===== src/sv/uer_pkg.sv =====
package uer_pkg;

  localparam int unsigned PINGS_PER_RUN = 5;

  localparam int unsigned TRIG_W  = 10;
  localparam int unsigned CNT_W   = 17;
  localparam int unsigned PING_W  = 3;
  localparam int unsigned SUM_W   = 19;
  localparam int unsigned DIST_W  = 15;

  localparam logic [SUM_W-1:0]  SUM_MAX  = '1;
  localparam logic [DIST_W-1:0] DIST_MAX = '1;

  localparam logic [TRIG_W-1:0] TRIG_WIDTH_RST = 10'd20;
  localparam logic [CNT_W-1:0]  TIMEOUT_RST    = 17'd100000;
  localparam logic [CNT_W-1:0]  GAP_RST        = 17'd10000;

  typedef enum logic [1:0] {
    REG_TRIG_WIDTH = 2'd0,
    REG_TIMEOUT    = 2'd1,
    REG_GAP        = 2'd2,
    REG_NONE       = 2'd3
  } reg_idx_t;

  typedef enum logic [2:0] {
    PH_IDLE = 3'd0,
    PH_TRIG = 3'd1,
    PH_WAIT = 3'd2,
    PH_ECHO = 3'd3,
    PH_GAP  = 3'd4
  } phase_t;

  // distance = round(sum * 32 / (pings * 117)), by reciprocal multiply
  localparam int unsigned     DIST_DIV   = PINGS_PER_RUN * 117;
  localparam int unsigned     DIST_SHIFT = 35;
  localparam longint unsigned DIST_MUL_L =
    ((64'd1 << DIST_SHIFT) + DIST_DIV - 1) / DIST_DIV;
  localparam logic [29:0]     DIST_MUL   = 30'(DIST_MUL_L);

  function automatic logic [DIST_W-1:0] dist_calc(input logic [SUM_W-1:0] sum);
    logic [24:0] m;
    logic [54:0] prod;
    logic [19:0] q;
    m    = 25'({sum, 5'b0}) + 25'(DIST_DIV / 2);
    prod = 55'(m) * 55'(DIST_MUL);
    q    = prod[54:35];
    if (q > 20'(DIST_MAX)) begin
      return DIST_MAX;
    end
    return q[DIST_W-1:0];
  endfunction

endpackage


===== src/sv/ultrasonic_echo_ranger.sv =====
// channel | direction | handshake           | payload
// in_     | input     | in_valid / in_stall  | start_request, echo_level
// out_    | output    | out_valid / out_stall| trigger_level, busy_res, done_res,
//         |           |                      | timed_out, distance_q4
// cfg     | input     | apb psel/penable     | trigger width, echo timeout, gap
//
// one word in, one word out; taken every cycle in_stall is low, result next cycle
// the clock period is set by one pass of the phase logic plus the distance multiply
// in_stall rises only while a result waits and out_stall is high
// rst_n is synchronous: phase idle, counters and distance zero, registers at defaults
module ultrasonic_echo_ranger
  import uer_pkg::*;
(
  input  logic              clk,
  input  logic              rst_n,
  input  logic              in_valid,
  output logic              in_stall,
  input  logic              in_start_request,
  input  logic              in_echo_level,
  output logic              out_valid,
  input  logic              out_stall,
  output logic              out_trigger_level,
  output logic              out_busy_res,
  output logic              out_done_res,
  output logic              out_timed_out,
  output logic [DIST_W-1:0] out_distance_q4,
  input  logic              psel,
  input  logic              penable,
  input  logic              pwrite,
  input  logic [3:0]        paddr,
  input  logic [31:0]       pwdata,
  output logic [31:0]       prdata,
  output logic              pready
);

  logic [TRIG_W-1:0] trig_width_r;
  logic [CNT_W-1:0]  timeout_r;
  logic [CNT_W-1:0]  gap_r;
  reg_idx_t          reg_idx;
  logic              cfg_wr;

  phase_t            phase_r, phase_nxt;
  logic [CNT_W-1:0]  cnt_r, cnt_nxt;
  logic [PING_W-1:0] ping_r, ping_nxt;
  logic [SUM_W-1:0]  sum_r, sum_nxt;
  logic [DIST_W-1:0] dist_r, dist_nxt;

  logic              trig, done, tmo;
  logic [CNT_W-1:0]  cnt_inc;
  logic [SUM_W:0]    sum_add;
  logic [SUM_W-1:0]  sum_sat;
  logic [PING_W-1:0] ping_inc;
  phase_t            ph;

  logic              out_valid_r, out_valid_nxt;
  logic              trig_r, busy_r, done_r, tmo_r;
  logic              in_accept;

  // configuration port
  assign pready  = 1'b1;
  assign reg_idx = reg_idx_t'(paddr[3:2]);
  assign cfg_wr  = psel && penable && pwrite && pready;

  always_comb begin
    unique case (reg_idx)
      REG_TRIG_WIDTH: prdata = 32'(trig_width_r);
      REG_TIMEOUT:    prdata = 32'(timeout_r);
      REG_GAP:        prdata = 32'(gap_r);
      default:        prdata = '0;
    endcase
  end

  always_ff @(posedge clk) begin
    if (!rst_n) begin
      trig_width_r <= TRIG_WIDTH_RST;
      timeout_r    <= TIMEOUT_RST;
      gap_r        <= GAP_RST;
    end else if (cfg_wr) begin
      unique case (reg_idx)
        REG_TRIG_WIDTH: trig_width_r <= pwdata[TRIG_W-1:0];
        REG_TIMEOUT:    timeout_r    <= pwdata[CNT_W-1:0];
        REG_GAP:        gap_r        <= pwdata[CNT_W-1:0];
        default: ;
      endcase
    end
  end

  // handshake
  assign in_stall      = out_valid_r && out_stall;
  assign in_accept     = in_valid && !in_stall;
  assign out_valid_nxt = in_accept || (out_valid_r && out_stall);

  // phase logic
  always_comb begin
    ph        = phase_r;
    cnt_nxt   = cnt_r;
    ping_nxt  = ping_r;
    sum_nxt   = sum_r;
    dist_nxt  = dist_r;
    trig      = 1'b0;
    done      = 1'b0;
    tmo       = 1'b0;

    if (ph == PH_IDLE && in_start_request) begin
      ph       = PH_TRIG;
      cnt_nxt  = '0;
      ping_nxt = '0;
      sum_nxt  = '0;
    end

    cnt_inc  = cnt_nxt + 17'd1;
    sum_add  = {1'b0, sum_nxt} + 20'(cnt_nxt);
    sum_sat  = sum_add[SUM_W] ? SUM_MAX : sum_add[SUM_W-1:0];
    ping_inc = ping_nxt + 3'd1;
    phase_nxt = ph;

    unique case (ph)
      PH_TRIG: begin
        trig = 1'b1;
        if (cnt_inc >= 17'(trig_width_r)) begin
          phase_nxt = PH_WAIT;
          cnt_nxt   = '0;
        end else begin
          cnt_nxt = cnt_inc;
        end
      end
      PH_WAIT: begin
        if (in_echo_level) begin
          if (timeout_r == '0) begin
            phase_nxt = PH_IDLE;
            cnt_nxt   = '0;
            ping_nxt  = '0;
            sum_nxt   = '0;
            dist_nxt  = '0;
            done      = 1'b1;
            tmo       = 1'b1;
          end else begin
            phase_nxt = PH_ECHO;
            cnt_nxt   = 17'd1;
          end
        end
      end
      PH_ECHO: begin
        if (in_echo_level) begin
          if (cnt_nxt >= timeout_r) begin
            phase_nxt = PH_IDLE;
            cnt_nxt   = '0;
            ping_nxt  = '0;
            sum_nxt   = '0;
            dist_nxt  = '0;
            done      = 1'b1;
            tmo       = 1'b1;
          end else begin
            cnt_nxt = cnt_inc;
          end
        end else begin
          cnt_nxt = '0;
          if ({1'b0, ping_inc} >= 4'(PINGS_PER_RUN) || ping_inc == '0) begin
            dist_nxt  = dist_calc(sum_sat);
            phase_nxt = PH_IDLE;
            ping_nxt  = '0;
            sum_nxt   = '0;
            done      = 1'b1;
          end else begin
            ping_nxt  = ping_inc;
            sum_nxt   = sum_sat;
            phase_nxt = (gap_r == '0) ? PH_TRIG : PH_GAP;
          end
        end
      end
      PH_GAP: begin
        if (cnt_inc >= gap_r) begin
          phase_nxt = PH_TRIG;
          cnt_nxt   = '0;
        end else begin
          cnt_nxt = cnt_inc;
        end
      end
      default: begin
        phase_nxt = PH_IDLE;
      end
    endcase
  end

  always_ff @(posedge clk) begin
    if (!rst_n) begin
      phase_r     <= PH_IDLE;
      cnt_r       <= '0;
      ping_r      <= '0;
      sum_r       <= '0;
      dist_r      <= '0;
      out_valid_r <= 1'b0;
    end else begin
      out_valid_r <= out_valid_nxt;
      if (in_accept) begin
        phase_r <= phase_nxt;
        cnt_r   <= cnt_nxt;
        ping_r  <= ping_nxt;
        sum_r   <= sum_nxt;
        dist_r  <= dist_nxt;
      end
    end
  end

  // result word
  always_ff @(posedge clk) begin
    if (in_accept) begin
      trig_r <= trig;
      busy_r <= (phase_nxt != PH_IDLE);
      done_r <= done;
      tmo_r  <= tmo;
    end
  end

  assign out_valid         = out_valid_r;
  assign out_trigger_level = trig_r;
  assign out_busy_res      = busy_r;
  assign out_done_res      = done_r;
  assign out_timed_out     = tmo_r;
  assign out_distance_q4   = dist_r;

  a_done_not_busy: assert property (@(posedge clk) disable iff (!rst_n)
    out_valid && out_done_res |-> !out_busy_res)
    else $error("done word still marked busy");

  a_timeout_zero: assert property (@(posedge clk) disable iff (!rst_n)
    out_valid && out_timed_out |-> out_done_res && out_distance_q4 == '0)
    else $error("timeout word without done or with distance");

  a_trig_busy: assert property (@(posedge clk) disable iff (!rst_n)
    out_valid && out_trigger_level |-> out_busy_res)
    else $error("trigger driven while idle");

  a_idle_clear: assert property (@(posedge clk) disable iff (!rst_n)
    phase_r == PH_IDLE |-> cnt_r == '0 && ping_r == '0 && sum_r == '0)
    else $error("run state not cleared in idle");

  a_ping_range: assert property (@(posedge clk) disable iff (!rst_n)
    in_accept && phase_r == PH_ECHO |=> {1'b0, ping_r} < 4'(PINGS_PER_RUN))
    else $error("ping index past run length");

endmodule

===== config.mk =====
export PLATFORM = sky130hd
export DESIGN_NAME = ultrasonic_echo_ranger
export DESIGN_NICKNAME = d
export VERILOG_FILES = /design/src/sv/uer_pkg.sv /design/src/sv/ultrasonic_echo_ranger.sv
export SDC_FILE = /design/constraint.sdc
export NUM_CORES = 1
export LEC_CHECK = 0
export ABC_AREA = 0
export BUFFER_PORTS_ARGS = -buffer_cell sky130_fd_sc_hd__buf_4
export CAP_MARGIN = 10
export CORE_MARGIN = 8
export CORE_UTILIZATION = 45
export DETAILED_ROUTE_END_ITERATION = 6
export PLACE_DENSITY_LB_ADDON = 0.15
export SLEW_MARGIN = 20
export SYNTH_ARGS = -nofsm -noshare
export SYNTH_HDL_FRONTEND = slang
export SYNTH_SLANG_ARGS = --single-unit
export TNS_END_PERCENT = 30

===== constraint.sdc =====
create_clock -name clk -period 12.85 [get_ports clk]
set_input_delay 0.6425 -clock clk [delete_from_list [all_inputs] [get_ports clk]]
set_output_delay 0.6425 -clock clk [all_outputs]
set_load 0.01 [all_outputs]

# [Word-level counts from Yosys, hierarchy flattened]
# Cells that the tools add are included.
[totals] reg_bits=106 inputBits=45 out_inout_bits=54
[op_classes] n_addsub=4 mul=1 order_cmp=5 n_eq_ne=10 muxes=55 n_reduce_logical=19
[ops] operator="19-bit 2-to-1 mux" n=7
[ops] operator="15-bit 2-to-1 mux" n=7
[ops] operator="17-bit 2-to-1 mux" n=6
[ops] operator="17-bit case mux with 4 select lines" n=1
[ops] operator="17-bit case mux with 3 select lines" n=1
[ops] operator="25-bit by 24-bit multiplier with 49-bit output, second input constant" n=1
[ops] operator="3-bit 2-to-1 mux" n=14
[ops] operator="19-bit case mux with 2 select lines" n=1
[ops] operator="17-bit >= comparator" n=2
[ops] operator="17-bit logical NOT" n=2
[ops] operator="15-bit case mux with 2 select lines" n=1
[ops] operator="24-bit by 9-bit adder with 25-bit output, second input constant" n=1
[ops] operator="19-bit by 17-bit adder with 20-bit output" n=1
[ops] operator="17-bit by 1-bit adder with 17-bit output, second input constant" n=1
[ops] operator="17-bit by 10-bit >= comparator with 1-bit output" n=1
[ops] operator="16-bit by 15-bit > comparator with 1-bit output, second input constant" n=1
[ops] operator="1-bit 2-to-1 mux" n=12
[ops] operator="3-bit case mux with 4 select lines" n=1
[ops] operator="3-bit by 2-bit == test with 1-bit output, second input constant" n=2
[ops] operator="3-bit logical NOT" n=2
[ops] operator="3-bit inequality test, second input constant" n=2
[ops] operator="3-bit case mux with 2 select lines" n=1
[ops] operator="2-bit AND reduction" n=3
[ops] operator="6-bit AND reduction" n=1
[ops] operator="other kinds (15)" n=22

# [Logic depth before layout (Yosys ltp)]
# Gate-level depths: netlist of run 1.
[depth] ltp_word=16 mapped_depth=49 mapped_depth_nobuf=42

# [Least setup slack after synthesis of run 1]
# OpenSTA, ideal clock, no wires.
[synth_path] kind="input-to-reg" start="in in_start_request" end="reg dist_r[2], in the netlist out_distance_q4[2]" setup_ns=0.059 arrival_time_ns=10.015 required_ns=12.791 slack_ns=2.776 cell_stages=44 path_buffers=8 path_cell_list="or4b_4 -> buf_6 -> buf_6 -> clkbuf_1 -> clkbuf_1 -> clkbuf_1 -> and2_1 -> ha_1 -> clkbuf_1 -> nand3_1 -> nand2b_1 -> o21ai_1 -> a41o_1 -> o2111a_1 -> clkbuf_1 -> nor2_1 -> inv_1 -> ha_1 -> [... 8 more ...] -> ha_1 -> ha_1 -> ha_1 -> fa_1 -> fa_1 -> ha_1 -> ha_1 -> ha_1 -> a21oi_1 -> o21ai_0 -> nor3b_1 -> nor2_1 -> a31o_2 -> a41oi_1 -> xnor2_1 -> clkbuf_1 -> o21ai_0 -> nand2_1"
[synth_via] elab_chain_len=15 word_cells_on_any_way=31 cone_classes="3 x add/sub; 1 x mul; 3 x order compare; 6 x eq/ne; 13 x mux; 5 x reduce/logical"
[synth_rtl] element="from (decl)" line_no="ultrasonic_echo_ranger.sv:18" text="input logic in_start_request,"
[synth_rtl] element="1-bit logical AND *" line_no="ultrasonic_echo_ranger.sv:104" text="if (ph == PH_IDLE && in_start_request) begin"
[synth_rtl] element="19-bit 2-to-1 mux / 17-bit 2-to-1 mux (equally long branches)" line_no="ultrasonic_echo_ranger.sv:104"
[synth_rtl] element="19-bit by 17-bit adder with 20-bit output" line_no="ultrasonic_echo_ranger.sv:112" text="sum_add = {1'b0, sum_nxt} + 20'(cnt_nxt);"
[synth_rtl] element="19-bit 2-to-1 mux" line_no="ultrasonic_echo_ranger.sv:113" text="sum_sat = sum_add[SUM_W] ? SUM_MAX : sum_add[SUM_W-1:0];"
[synth_rtl] element="24-bit by 9-bit adder with 25-bit output" line_no="uer_pkg.sv:44" text="m = 25'({sum, 5'b0}) + 25'(DIST_DIV / 2);"
[synth_rtl] element="25-bit by 24-bit multiplier with 49-bit output" line_no="uer_pkg.sv:45" text="prod = 55'(m) * 55'(DIST_MUL);"
[synth_rtl] element="16-bit by 15-bit > comparator with 1-bit output" line_no="uer_pkg.sv:47" text="if (q > 20'(DIST_MAX)) begin"
[synth_rtl] element="1-bit 2-to-1 mux" line_no="uer_pkg.sv:47"
[synth_rtl] element="1-bit 2-to-1 mux" line_no="ultrasonic_echo_ranger.sv:158" text="if ({1'b0, ping_inc} >= 4'(PINGS_PER_RUN) || ping_inc == '0) begin"
[synth_rtl] element="1-bit 2-to-1 mux" line_no="ultrasonic_echo_ranger.sv:144" text="if (in_echo_level) begin"
[synth_rtl] element="1-bit 2-to-1 mux" line_no="ultrasonic_echo_ranger.sv:117" text="unique case (ph)"
[synth_rtl] element="15-bit 2-to-1 mux" line_no="uer_pkg.sv:50" text="return q[DIST_W-1:0];"
[synth_rtl] element="15-bit 2-to-1 mux" line_no="ultrasonic_echo_ranger.sv:158"
[synth_rtl] element="15-bit 2-to-1 mux" line_no="ultrasonic_echo_ranger.sv:144"
[synth_rtl] element="15-bit case mux with 2 select lines" line_no="ultrasonic_echo_ranger.sv:117"
[synth_rtl] element="to (signal assigned)" line_no="ultrasonic_echo_ranger.sv:200" text="dist_r <= dist_nxt;"
[synth_rtl] element="to (decl)" line_no="ultrasonic_echo_ranger.sv:46" text="logic [DIST_W-1:0] dist_r, dist_nxt;"
# Every way passes the cells marked *; elsewhere a longest branch is shown, timed or not. The select of a mux whose other input is x is not followed.
# A chain may end at the register's enable or synchronous reset.

# [Worst setup path after layout of run 1]
[layout_path] start="reg phase_r[0]" end="reg dist_r[10], in the netlist out_distance_q4[10]"
[layout_via] elab_chain_len=16 word_cells_on_any_way=32 cone_classes="3 x add/sub; 1 x mul; 3 x order compare; 6 x eq/ne; 13 x mux; 6 x reduce/logical"
[layout_rtl] element="from (decl)" line_no="ultrasonic_echo_ranger.sv:42" text="phase_t phase_r, phase_nxt;"
[layout_rtl] element="from (signal assigned)" line_no="ultrasonic_echo_ranger.sv:196" text="phase_r <= phase_nxt;"
[layout_rtl] element="3-bit logical NOT" line_no="ultrasonic_echo_ranger.sv:104"
[layout_rtl] element="1-bit logical AND" line_no="ultrasonic_echo_ranger.sv:104"
[layout_rtl] element="19-bit 2-to-1 mux / 17-bit 2-to-1 mux (equally long branches)" line_no="ultrasonic_echo_ranger.sv:104"
[layout_rtl] element="19-bit by 17-bit adder with 20-bit output" line_no="ultrasonic_echo_ranger.sv:112"
[layout_rtl] element="19-bit 2-to-1 mux" line_no="ultrasonic_echo_ranger.sv:113"
[layout_rtl] element="24-bit by 9-bit adder with 25-bit output" line_no="uer_pkg.sv:44"
[layout_rtl] element="25-bit by 24-bit multiplier with 49-bit output" line_no="uer_pkg.sv:45"
[layout_rtl] element="16-bit by 15-bit > comparator with 1-bit output" line_no="uer_pkg.sv:47"
[layout_rtl] element="1-bit 2-to-1 mux" line_no="uer_pkg.sv:47"
[layout_rtl] element="1-bit 2-to-1 mux" line_no="ultrasonic_echo_ranger.sv:158"
[layout_rtl] element="1-bit 2-to-1 mux" line_no="ultrasonic_echo_ranger.sv:144"
[layout_rtl] element="1-bit 2-to-1 mux" line_no="ultrasonic_echo_ranger.sv:117"
[layout_rtl] element="15-bit 2-to-1 mux" line_no="uer_pkg.sv:50"
[layout_rtl] element="15-bit 2-to-1 mux" line_no="ultrasonic_echo_ranger.sv:158"
[layout_rtl] element="15-bit 2-to-1 mux" line_no="ultrasonic_echo_ranger.sv:144"
[layout_rtl] element="15-bit case mux with 2 select lines" line_no="ultrasonic_echo_ranger.sv:117"
# Parallel ways exist; a longest one is shown, timed or not. The select of a mux whose other input is x is not followed.

==> results_dict.tcl, run 1 <==
set metrics [dict create \
    hold_start "out_distance_q4[4]$_SDFFE_PN0P_" \
    p_int_uw 564.8 \
    holdCritPathClass "flop to flop" \
    tightest_slew_ns 1.013 \
    fillCellCount 2735 \
    wl_per_cell_um 17.86 \
    synth_cell_types 94 \
    combinationalPowerShare_pct 20.3 \
    place.gp.congestion 0.9080 \
    required_ns 13.11 \
    viasPerCell 5.641 \
    max_cap_viol_count 0 \
    power_density_mw_per_mm2 60.39 \
    fin_nets 1875 \
    crit_path_frequent_cell "ha_1" \
    vdd_drop_max_mv 0.05710 \
    clk-insertion-delay-late_ns 0.36 \
    first_pass_iters 5 \
    max_freq_ghz 0.09412 \
    setup-violations-final 0 \
    min_to "out_distance_q4[4]$_SDFFE_PN0P_" \
    layout-drive-gt1-share_pct 8.701 \
    die_y_um 182.7 \
    antenna_found_initial 0 \
    reg2reg_setup_slack_ns 2.23 \
    startpoint_type "flop" \
    worst_r2r_endpoint "out_distance_q4[10]$_SDFFE_PN0P_" \
    seqPwrFrac_pct 42.0 \
    cts_htree_levels 3 \
    relSlewSlack_pct 31.99 \
    cts.path.max_buffers 2 \
    maxSlewViolCount 0 \
    clkSinkCount 106 \
    swShare_pct 30.93 \
    synth_edf_count 4 \
    ys_async_sr_fraction_pct 0 \
    hold_viol_final 0 \
    slowest_stage "or4b_4" \
    gr-total-overflow 0 \
    worstHoldPathCells 2 \
    ys_ff_latch 106 \
    rows 61 \
    critical_path_class "flop to flop" \
    avgSynthCellArea_um2 8.263 \
    drt-total-wl_um 34250 \
    cts_buffers 9 \
    vias 10819 \
    reg2reg_depth 39 \
    initialDrtViolationCount 695 \
    antenna_cells 0 \
    max_stage_delay_ns 0.86 \
    die-area_mm2 0.03339 \
    start_util_pct 45.41 \
    coreArea_mm2 0.02755 \
    synthToLayoutAreaGrowth_pct 8.231 \
    leakage_uw 0.006758 \
    grt_pass1_wl_um 56100 \
    endpoint_kind "flop" \
    post-cts-setup-buffers 0 \
    fin_util_pct 49.14 \
    cts_tree "built" \
    netlist_area_mm2 0.01251 \
    clock_power_share_pct 37.7 \
    finalCritPeriodShare_pct 82.68 \
    io_pins 99 \
    detail_route.drc_violations 0 \
    synth_ff_type "dfxtp_1" \
    grt_max_degree 47 \
    rsz0062_at_grt "false" \
    worstPathArrival_ns 10.88 \
    port_buffers 65 \
    skew_ns 0.01378 \
    status "completed" \
    ys_warn_count 0 \
    cp_max_fo 46 \
    synth_cells 1514 \
    root_buffer "clkbuf_16" \
    reg2reg_from "phase_r[0]$_SDFFE_PN0P_" \
    cts_resized 0 \
    grt_pass1_vias 10679 \
    setup_tns_ns 0 \
    place_hpwl_um 27410 \
    cts_hold_buf 0 \
    period_needed_ns 10.62 \
    die_x_um 182.7 \
    grt_usage_pct 20.66 \
    ys_seq_area_share_pct 17.28 \
    p_sw_uw 252.9 \
    clkSlewWorstSetupHoldPaths_ns 0.08 \
    antenna_left 0 \
]
[worst max-delay path: cells and delay by family, from the launching register on]
kind            cells  cell delay (ns)
xor+xnor            1             0.24
buf+inv             4             0.55
fa+ha+maj          10             3.54
flops               1             0.46
compound gates     13             2.75
simple gates       10             2.68
mux                 1             0.26
[state kept, by name (all words and copies together), names as in the netlist]
register	flops
sum_r	19
cnt_r	17
gap_r	17
timeout_r	17
out_distance_q4	15
trig_width_r	10
phase_r	3
ping_r	3
out_busy_res	1
out_done_res	1
out_timed_out	1
out_trigger_level	1
out_valid	1
[synthesized netlist by cell type (4+ instances only)]
cell       instances  share of area [%]
ha_1             254                 25
o2111ai_1          5               0.35
and2_1            27                1.4
o22ai_1            6               0.30
and3_1            10               0.50
nor4_1            21                1.1
nor3_1            26                1.0
nand4_1           14               0.70
xnor2_1           38                2.7
or4_1              4               0.24
dfxtp_1          102                 16
nor3b_1            5               0.30
a31oi_1           10               0.50
mux2i_1           17                1.4
or2_2              7               0.35
nand2_1          187                5.6
a22o_1             9               0.63
a21o_1            19                1.1
buf_2             10               0.40
buf_4             18                1.1
fa_1              41                6.6
inv_1            116                3.5
edfxtp_1           4               0.96
nor2_1            86                2.6
o211ai_1          20                1.2
a32oi_1           12               0.84
nor2b_1           11               0.55
o2bb2ai_1          4               0.28
nand2b_1           7               0.35
a21oi_1          104                4.2
o21bai_1          12               0.72
a211o_1            6               0.42
a22oi_1            8               0.48
or3_1             10               0.50
clkbuf_1          46                1.4
o21a_1             7               0.42
nand3_1           23               0.92
o21ai_0           83                3.3
buf_6              4               0.36
a211oi_1          15               0.90
and4_1             4               0.28
xor2_1            24                1.7
[power groups by stage]
stage | combinational [µW] | sequential [µW] | clock, µW
global route | 187 | 344 | 327
detailed placement | 163 | 351 | 0
finish | 166 | 343 | 309
global placement | 163 | 351 | 0
floorplan | 119 | 347 | 0
CTS | 166 | 343 | 318
[kinds of logic (layout without fill, tap and decap cells)]
logic type               Yosys count  in the layout  synth area share, %
multiplexers                      21             21                1.750
adder cells (fa/ha/maj)          298            298                32.20
flip-flops                       106            106                17.28
AND/OR/NAND/NOR                  464            464                18.02
XOR/XNOR                          63             63                4.470
other                              2             16              0.06003
AO/OA/AOI/OAI                    363            363                19.42
buffers and inverters            197            209                6.791
[per-stage QoR]
| stage | cell area [µm²] | hold slack (ns) | power, µW | instances | setup slack (ns) |
|---|---|---|---|---|---|
| global route | 13540 | 0.4530 | 857.8 | 1918 | 1.315 |
| floorplan | 12560 | 0.4176 | 466.3 | 1528 | 2.776 |
| finish | 13540 | 0.4377 | 817.7 | 1918 | 2.225 |
| CTS | 13530 | 0.4405 | 827.1 | 1918 | 1.908 |
| detailed placement | 13200 | 0.4305 | 514.3 | 1902 | 1.763 |
| global placement | 13200 | 0.4271 | 514.2 | 1902 | 1.873 |
[final cells by class]
class | instances | area [µm²] | share of cell area (%)
inverter | 118 | 442.9 | 3.271
clock buffer | 10 | 250.2 | 1.848
sequential | 106 | 2162 | 15.97
clock inverter | 6 | 80.08 | 0.5914
multi-input combinational | 1225 | 9569 | 70.67
tap | 378 | 473.0 | 3.493
timing repair buffer | 75 | 563.0 | 4.158
[cell usage in the layout (no fill, tap or decap), types with 24 or more instances in the layout]
| master | instances |
|---|---|
| nor3_1 | 26 |
| o21ai_0 | 83 |
| a21oi_1 | 104 |
| fa_1 | 41 |
| dfxtp_1 | 102 |
| nand2_1 | 187 |
| buf_4 | 75 |
| xnor2_1 | 37 |
| ha_1 | 254 |
| nor2_1 | 86 |
| and2_1 | 27 |
| xor2_1 | 24 |
| inv_1 | 116 |
[how the worst max path moves through the flow]
stage	endpoint	from	slack (ns)	depth (start not counted)
floorplan	out_distance_q4[2]$_SDFFE_PN0P_	in_start_request	2.78	44
global placement	out_distance_q4[11]$_SDFFE_PN0P_	in_start_request	1.87	41
detailed placement	out_distance_q4[11]$_SDFFE_PN0P_	in_start_request	1.76	39
CTS	out_distance_q4[11]$_SDFFE_PN0P_	phase_r[0]$_SDFFE_PN0P_	1.91	38
global route	out_distance_q4[3]$_SDFFE_PN0P_	phase_r[0]$_SDFFE_PN0P_	1.31	39
finish	out_distance_q4[10]$_SDFFE_PN0P_	phase_r[0]$_SDFFE_PN0P_	2.23	39
[routing by layer]
layer / routed length, µm / share of wire (%) / GRT usage [%] / up-vias
li1: - / - / - / 5433
met1: 16110 / 47 / 27.59 / 5121
met2: 16220 / 47 / 35.15 / 234
met3: 1315 / 3.8 / 2.394 / 31
met4: 598 / 1.7 / 4.887 / 0
met5: 0 / 0 / 0 / -
(Power assumes the default switching activity.)
==> run 2: changes to the inputs <==
--- a/config.mk
+++ b/config.mk
@@ -5,7 +5,7 @@
 export SDC_FILE = /design/constraint.sdc
 export NUM_CORES = 1
 export LEC_CHECK = 0
-export ABC_AREA = 0
+export ABC_AREA = 1
 export BUFFER_PORTS_ARGS = -buffer_cell sky130_fd_sc_hd__buf_4
 export CAP_MARGIN = 10
 export CORE_MARGIN = 8
==> constraint.sdc (replaced) <==
create_clock -name clk -period 8.7 [get_ports clk]
set_input_delay 0.435 -clock clk [delete_from_list [all_inputs] [get_ports clk]]
set_output_delay 0.435 -clock clk [all_outputs]
set_load 0.01 [all_outputs]
==> run 2 against run 1 <==
Clock power increased by 41%. Synthesized area up 8.8%. Clock-buffer cell count decreased by 1. Largest cell class unchanged. Largest power group is now combinational cells.
==> results_dict.tcl, run 2 <==
set metrics [dict create \
    cts_buffers 9 \
    start_util_pct 45.81 \
    rows 63 \
    grt_pass1_vias 12726 \
    synth_top_cell_by_area "ha_1" \
    endpoint_kind "flop" \
    synthToLayoutAreaGrowth_pct 11.98 \
    cts_tree "built" \
    avgSynthCellArea_um2 6.935 \
    synth_top_area_share_pct 23.34 \
    setup-violations-final 0 \
    dpl-instance-area_mm2 0.01477 \
    max_cap_viol_count 0 \
    fillCellCount 2997 \
    stdcell_area_mm2 0.01525 \
    vdd_drop_max_mv 0.2875 \
    tightest_slew_ns 0.9989 \
    drt-total-wl_um 41400 \
    place.gp.congestion 0.9858 \
    synth_cell_types 56 \
    grt_usage_pct 22.61 \
    final_common_cell "nand2_1" \
    skew_ns 0.01580 \
    required_ns 8.95 \
    wl_per_cell_um 16.89 \
    clkSinkCount 106 \
    cts.path.max_buffers 2 \
    period_needed_ns 8.206 \
    synthTopCellsByCount "398 x nand2_1, 267 x inv_1, 254 x ha_1, 201 x a21oi_1, 152 x nor2_1" \
    worstPathArrival_ns 8.45 \
    slowest_stage "fa_1" \
    layout-drive-gt1-share_pct 11.55 \
    cp_top_family "adder cells" \
    fin_util_pct 51.30 \
    seqCellArea_mm2 0.002162 \
    p_int_uw 1918 \
    die-area_mm2 0.03608 \
    hold_slack_ns 0.2938 \
    finalCritPeriodShare_pct 94.32 \
    clock_power_share_pct 10.5 \
    detail_route.drc_violations 0 \
    grt_max_degree 68 \
    netlist_area_mm2 0.01361 \
    ys_warn_count 0 \
    multiInputGateArea_mm2 0.01022 \
    die_x_um 189.9 \
    ys_async_sr_fraction_pct 0 \
    leakage_uw 0.008035 \
    initialDrtViolationCount 814 \
    coreArea_mm2 0.02972 \
    relSlewSlack_pct 33.31 \
    largest_register_ffs 19 \
    final_cells 2451 \
    seqPwrFrac_pct 12.6 \
    p_sw_uw 2262 \
    power_density_mw_per_mm2 274.2 \
    first_pass_iters 6 \
    ys_ff_latch 106 \
    dp.cells 2429 \
    antenna_left 0 \
    hold_viol_final 0 \
    viasPerCell 5.429 \
    die_y_um 189.9 \
    largest-register "sum_r" \
    synth_cells 1963 \
    holdCritPathClass "input pin to flop" \
    cp_num_buf_inv 13 \
    status "completed" \
    yosysMostFrequentCell "nand2_1" \
    ys_seq_area_share_pct 15.88 \
    antenna_found_initial 1 \
    fin_nets 2396 \
    dp_slack_ns 0.1583 \
    root_buffer "clkbuf_16" \
    max_freq_ghz 0.1219 \
    swShare_pct 54.12 \
    yosys-top-cells-area "ha_1 23%, dfxtp_1 15%, nand2_1 11%" \
    gr-total-overflow 0 \
    clk-insertion-delay-late_ns 0.37 \
    port_buffers 65 \
    startpoint_type "flop" \
    antenna_cells 0 \
    final_cell_mix "396 x nand2_1, 266 x inv_1, 252 x ha_1" \
    io_pins 99 \
    place_hpwl_um 34210 \
    clkSlewWorstSetupHoldPaths_ns 0.08 \
    max_stage_delay_ns 0.50 \
    critical_path_class "flop to flop" \
    maxSlewViolCount 0 \
    cts_hold_buf 0 \
    synth_ff_type "dfxtp_1" \
    vias 13306 \
    grt_pass1_wl_um 66260 \
    cp_max_fo 19 \
    cts_htree_levels 3 \
    combinationalPowerShare_pct 76.9 \
    setup_ws_ns 0.4938 \
    synth_edf_count 4 \
]
==> run 2: changes by cell type after synthesis, moves of 13 or more <==
cell,before,now
and2_1,27,0
xnor2_1,38,11
o21ai_0,83,122
inv_2,1,15
nand4_1,14,30
nand2_1,187,398
nor2_1,86,152
a21o_1,19,6
nand3_1,23,104
mux2i_1,17,0
inv_1,116,267
a21oi_1,104,201
==> run 2: stage by stage <==
stage / setup TNS (ns) / total power, µW
finish: 0 / 4180
detailed placement: 0 / 3725
global route: -0.03213 / 4660
floorplan: 0 / 2860
global placement: 0 / 3690
CTS: 0 / 4178
==> run 2: power groups by stage <==
stage	clock network (µW)	logic, µW	registers [µW]
2_1_floorplan	0	2320	536
3_3_place_gp	0	3150	538
3_5_place_dp	0	3190	538
4_1_cts	444	3210	527
5_1_grt	460	3670	530
6_report	437	3220	528
==> run 2: cell type report <==
class	instances	share of cell area, %
multi-input combinational	1523	67.03
clock buffer	9	1.477
timing repair buffer	129	6.508
sequential	106	14.18
tap	390	3.201
clock inverter	7	0.4924
inverter	287	7.107
==> run 2: path summary, 6_finish.rpt <==
kind | startpoint | endpoint | slack (ns) | cells past startpoint
min reg2reg | out_distance_q4[7]$_SDFFE_PN0P_ | out_distance_q4[7]$_SDFFE_PN0P_ | 0.47 | 2
min | pwdata[10] | gap_r[10]$_SDFFE_PN1P_ | 0.29 | 3
max reg2reg | phase_r[2]$_SDFFE_PN0P_ | out_distance_q4[8]$_SDFFE_PN0P_ | 0.49 | 45
max | phase_r[2]$_SDFFE_PN0P_ | out_distance_q4[8]$_SDFFE_PN0P_ | 0.49 | 45
==> run 2: kinds of logic after synthesis <==
family,Yosys count,share of synthesized area [%]
AND/OR/NAND/NOR,769,25.43
AO/OA/AOI/OAI,405,16.36
buffers and inverters,348,10.40
adder cells (fa/ha/maj),295,29.37
flip-flops,106,15.88
XOR/XNOR,38,2.500
other,2,0.05516
==> run 2: metal layers <==
layer	up-vias	wire length [µm]	global-route usage [%]
met5	-	0	0
met4	0	1017	6.915
met3	61	1510	2.289
met2	297	20610	40.18
met1	6243	18250	28.37
li1	6705	-	-
==> run 2: worst min-delay path, stage by stage <==
cell,delay [ns]
buf_4,0.08
nand2_1,0.04
o211ai_1,0.07
==> run 2: repair_timing <==
| item | in CTS | in global routing |
|---|---|---|
| endpoints found under the setup margin | 0 | 15 |
| buffers inserted | 0 | 5 |
| gates resized for setup | 0 | 30 |
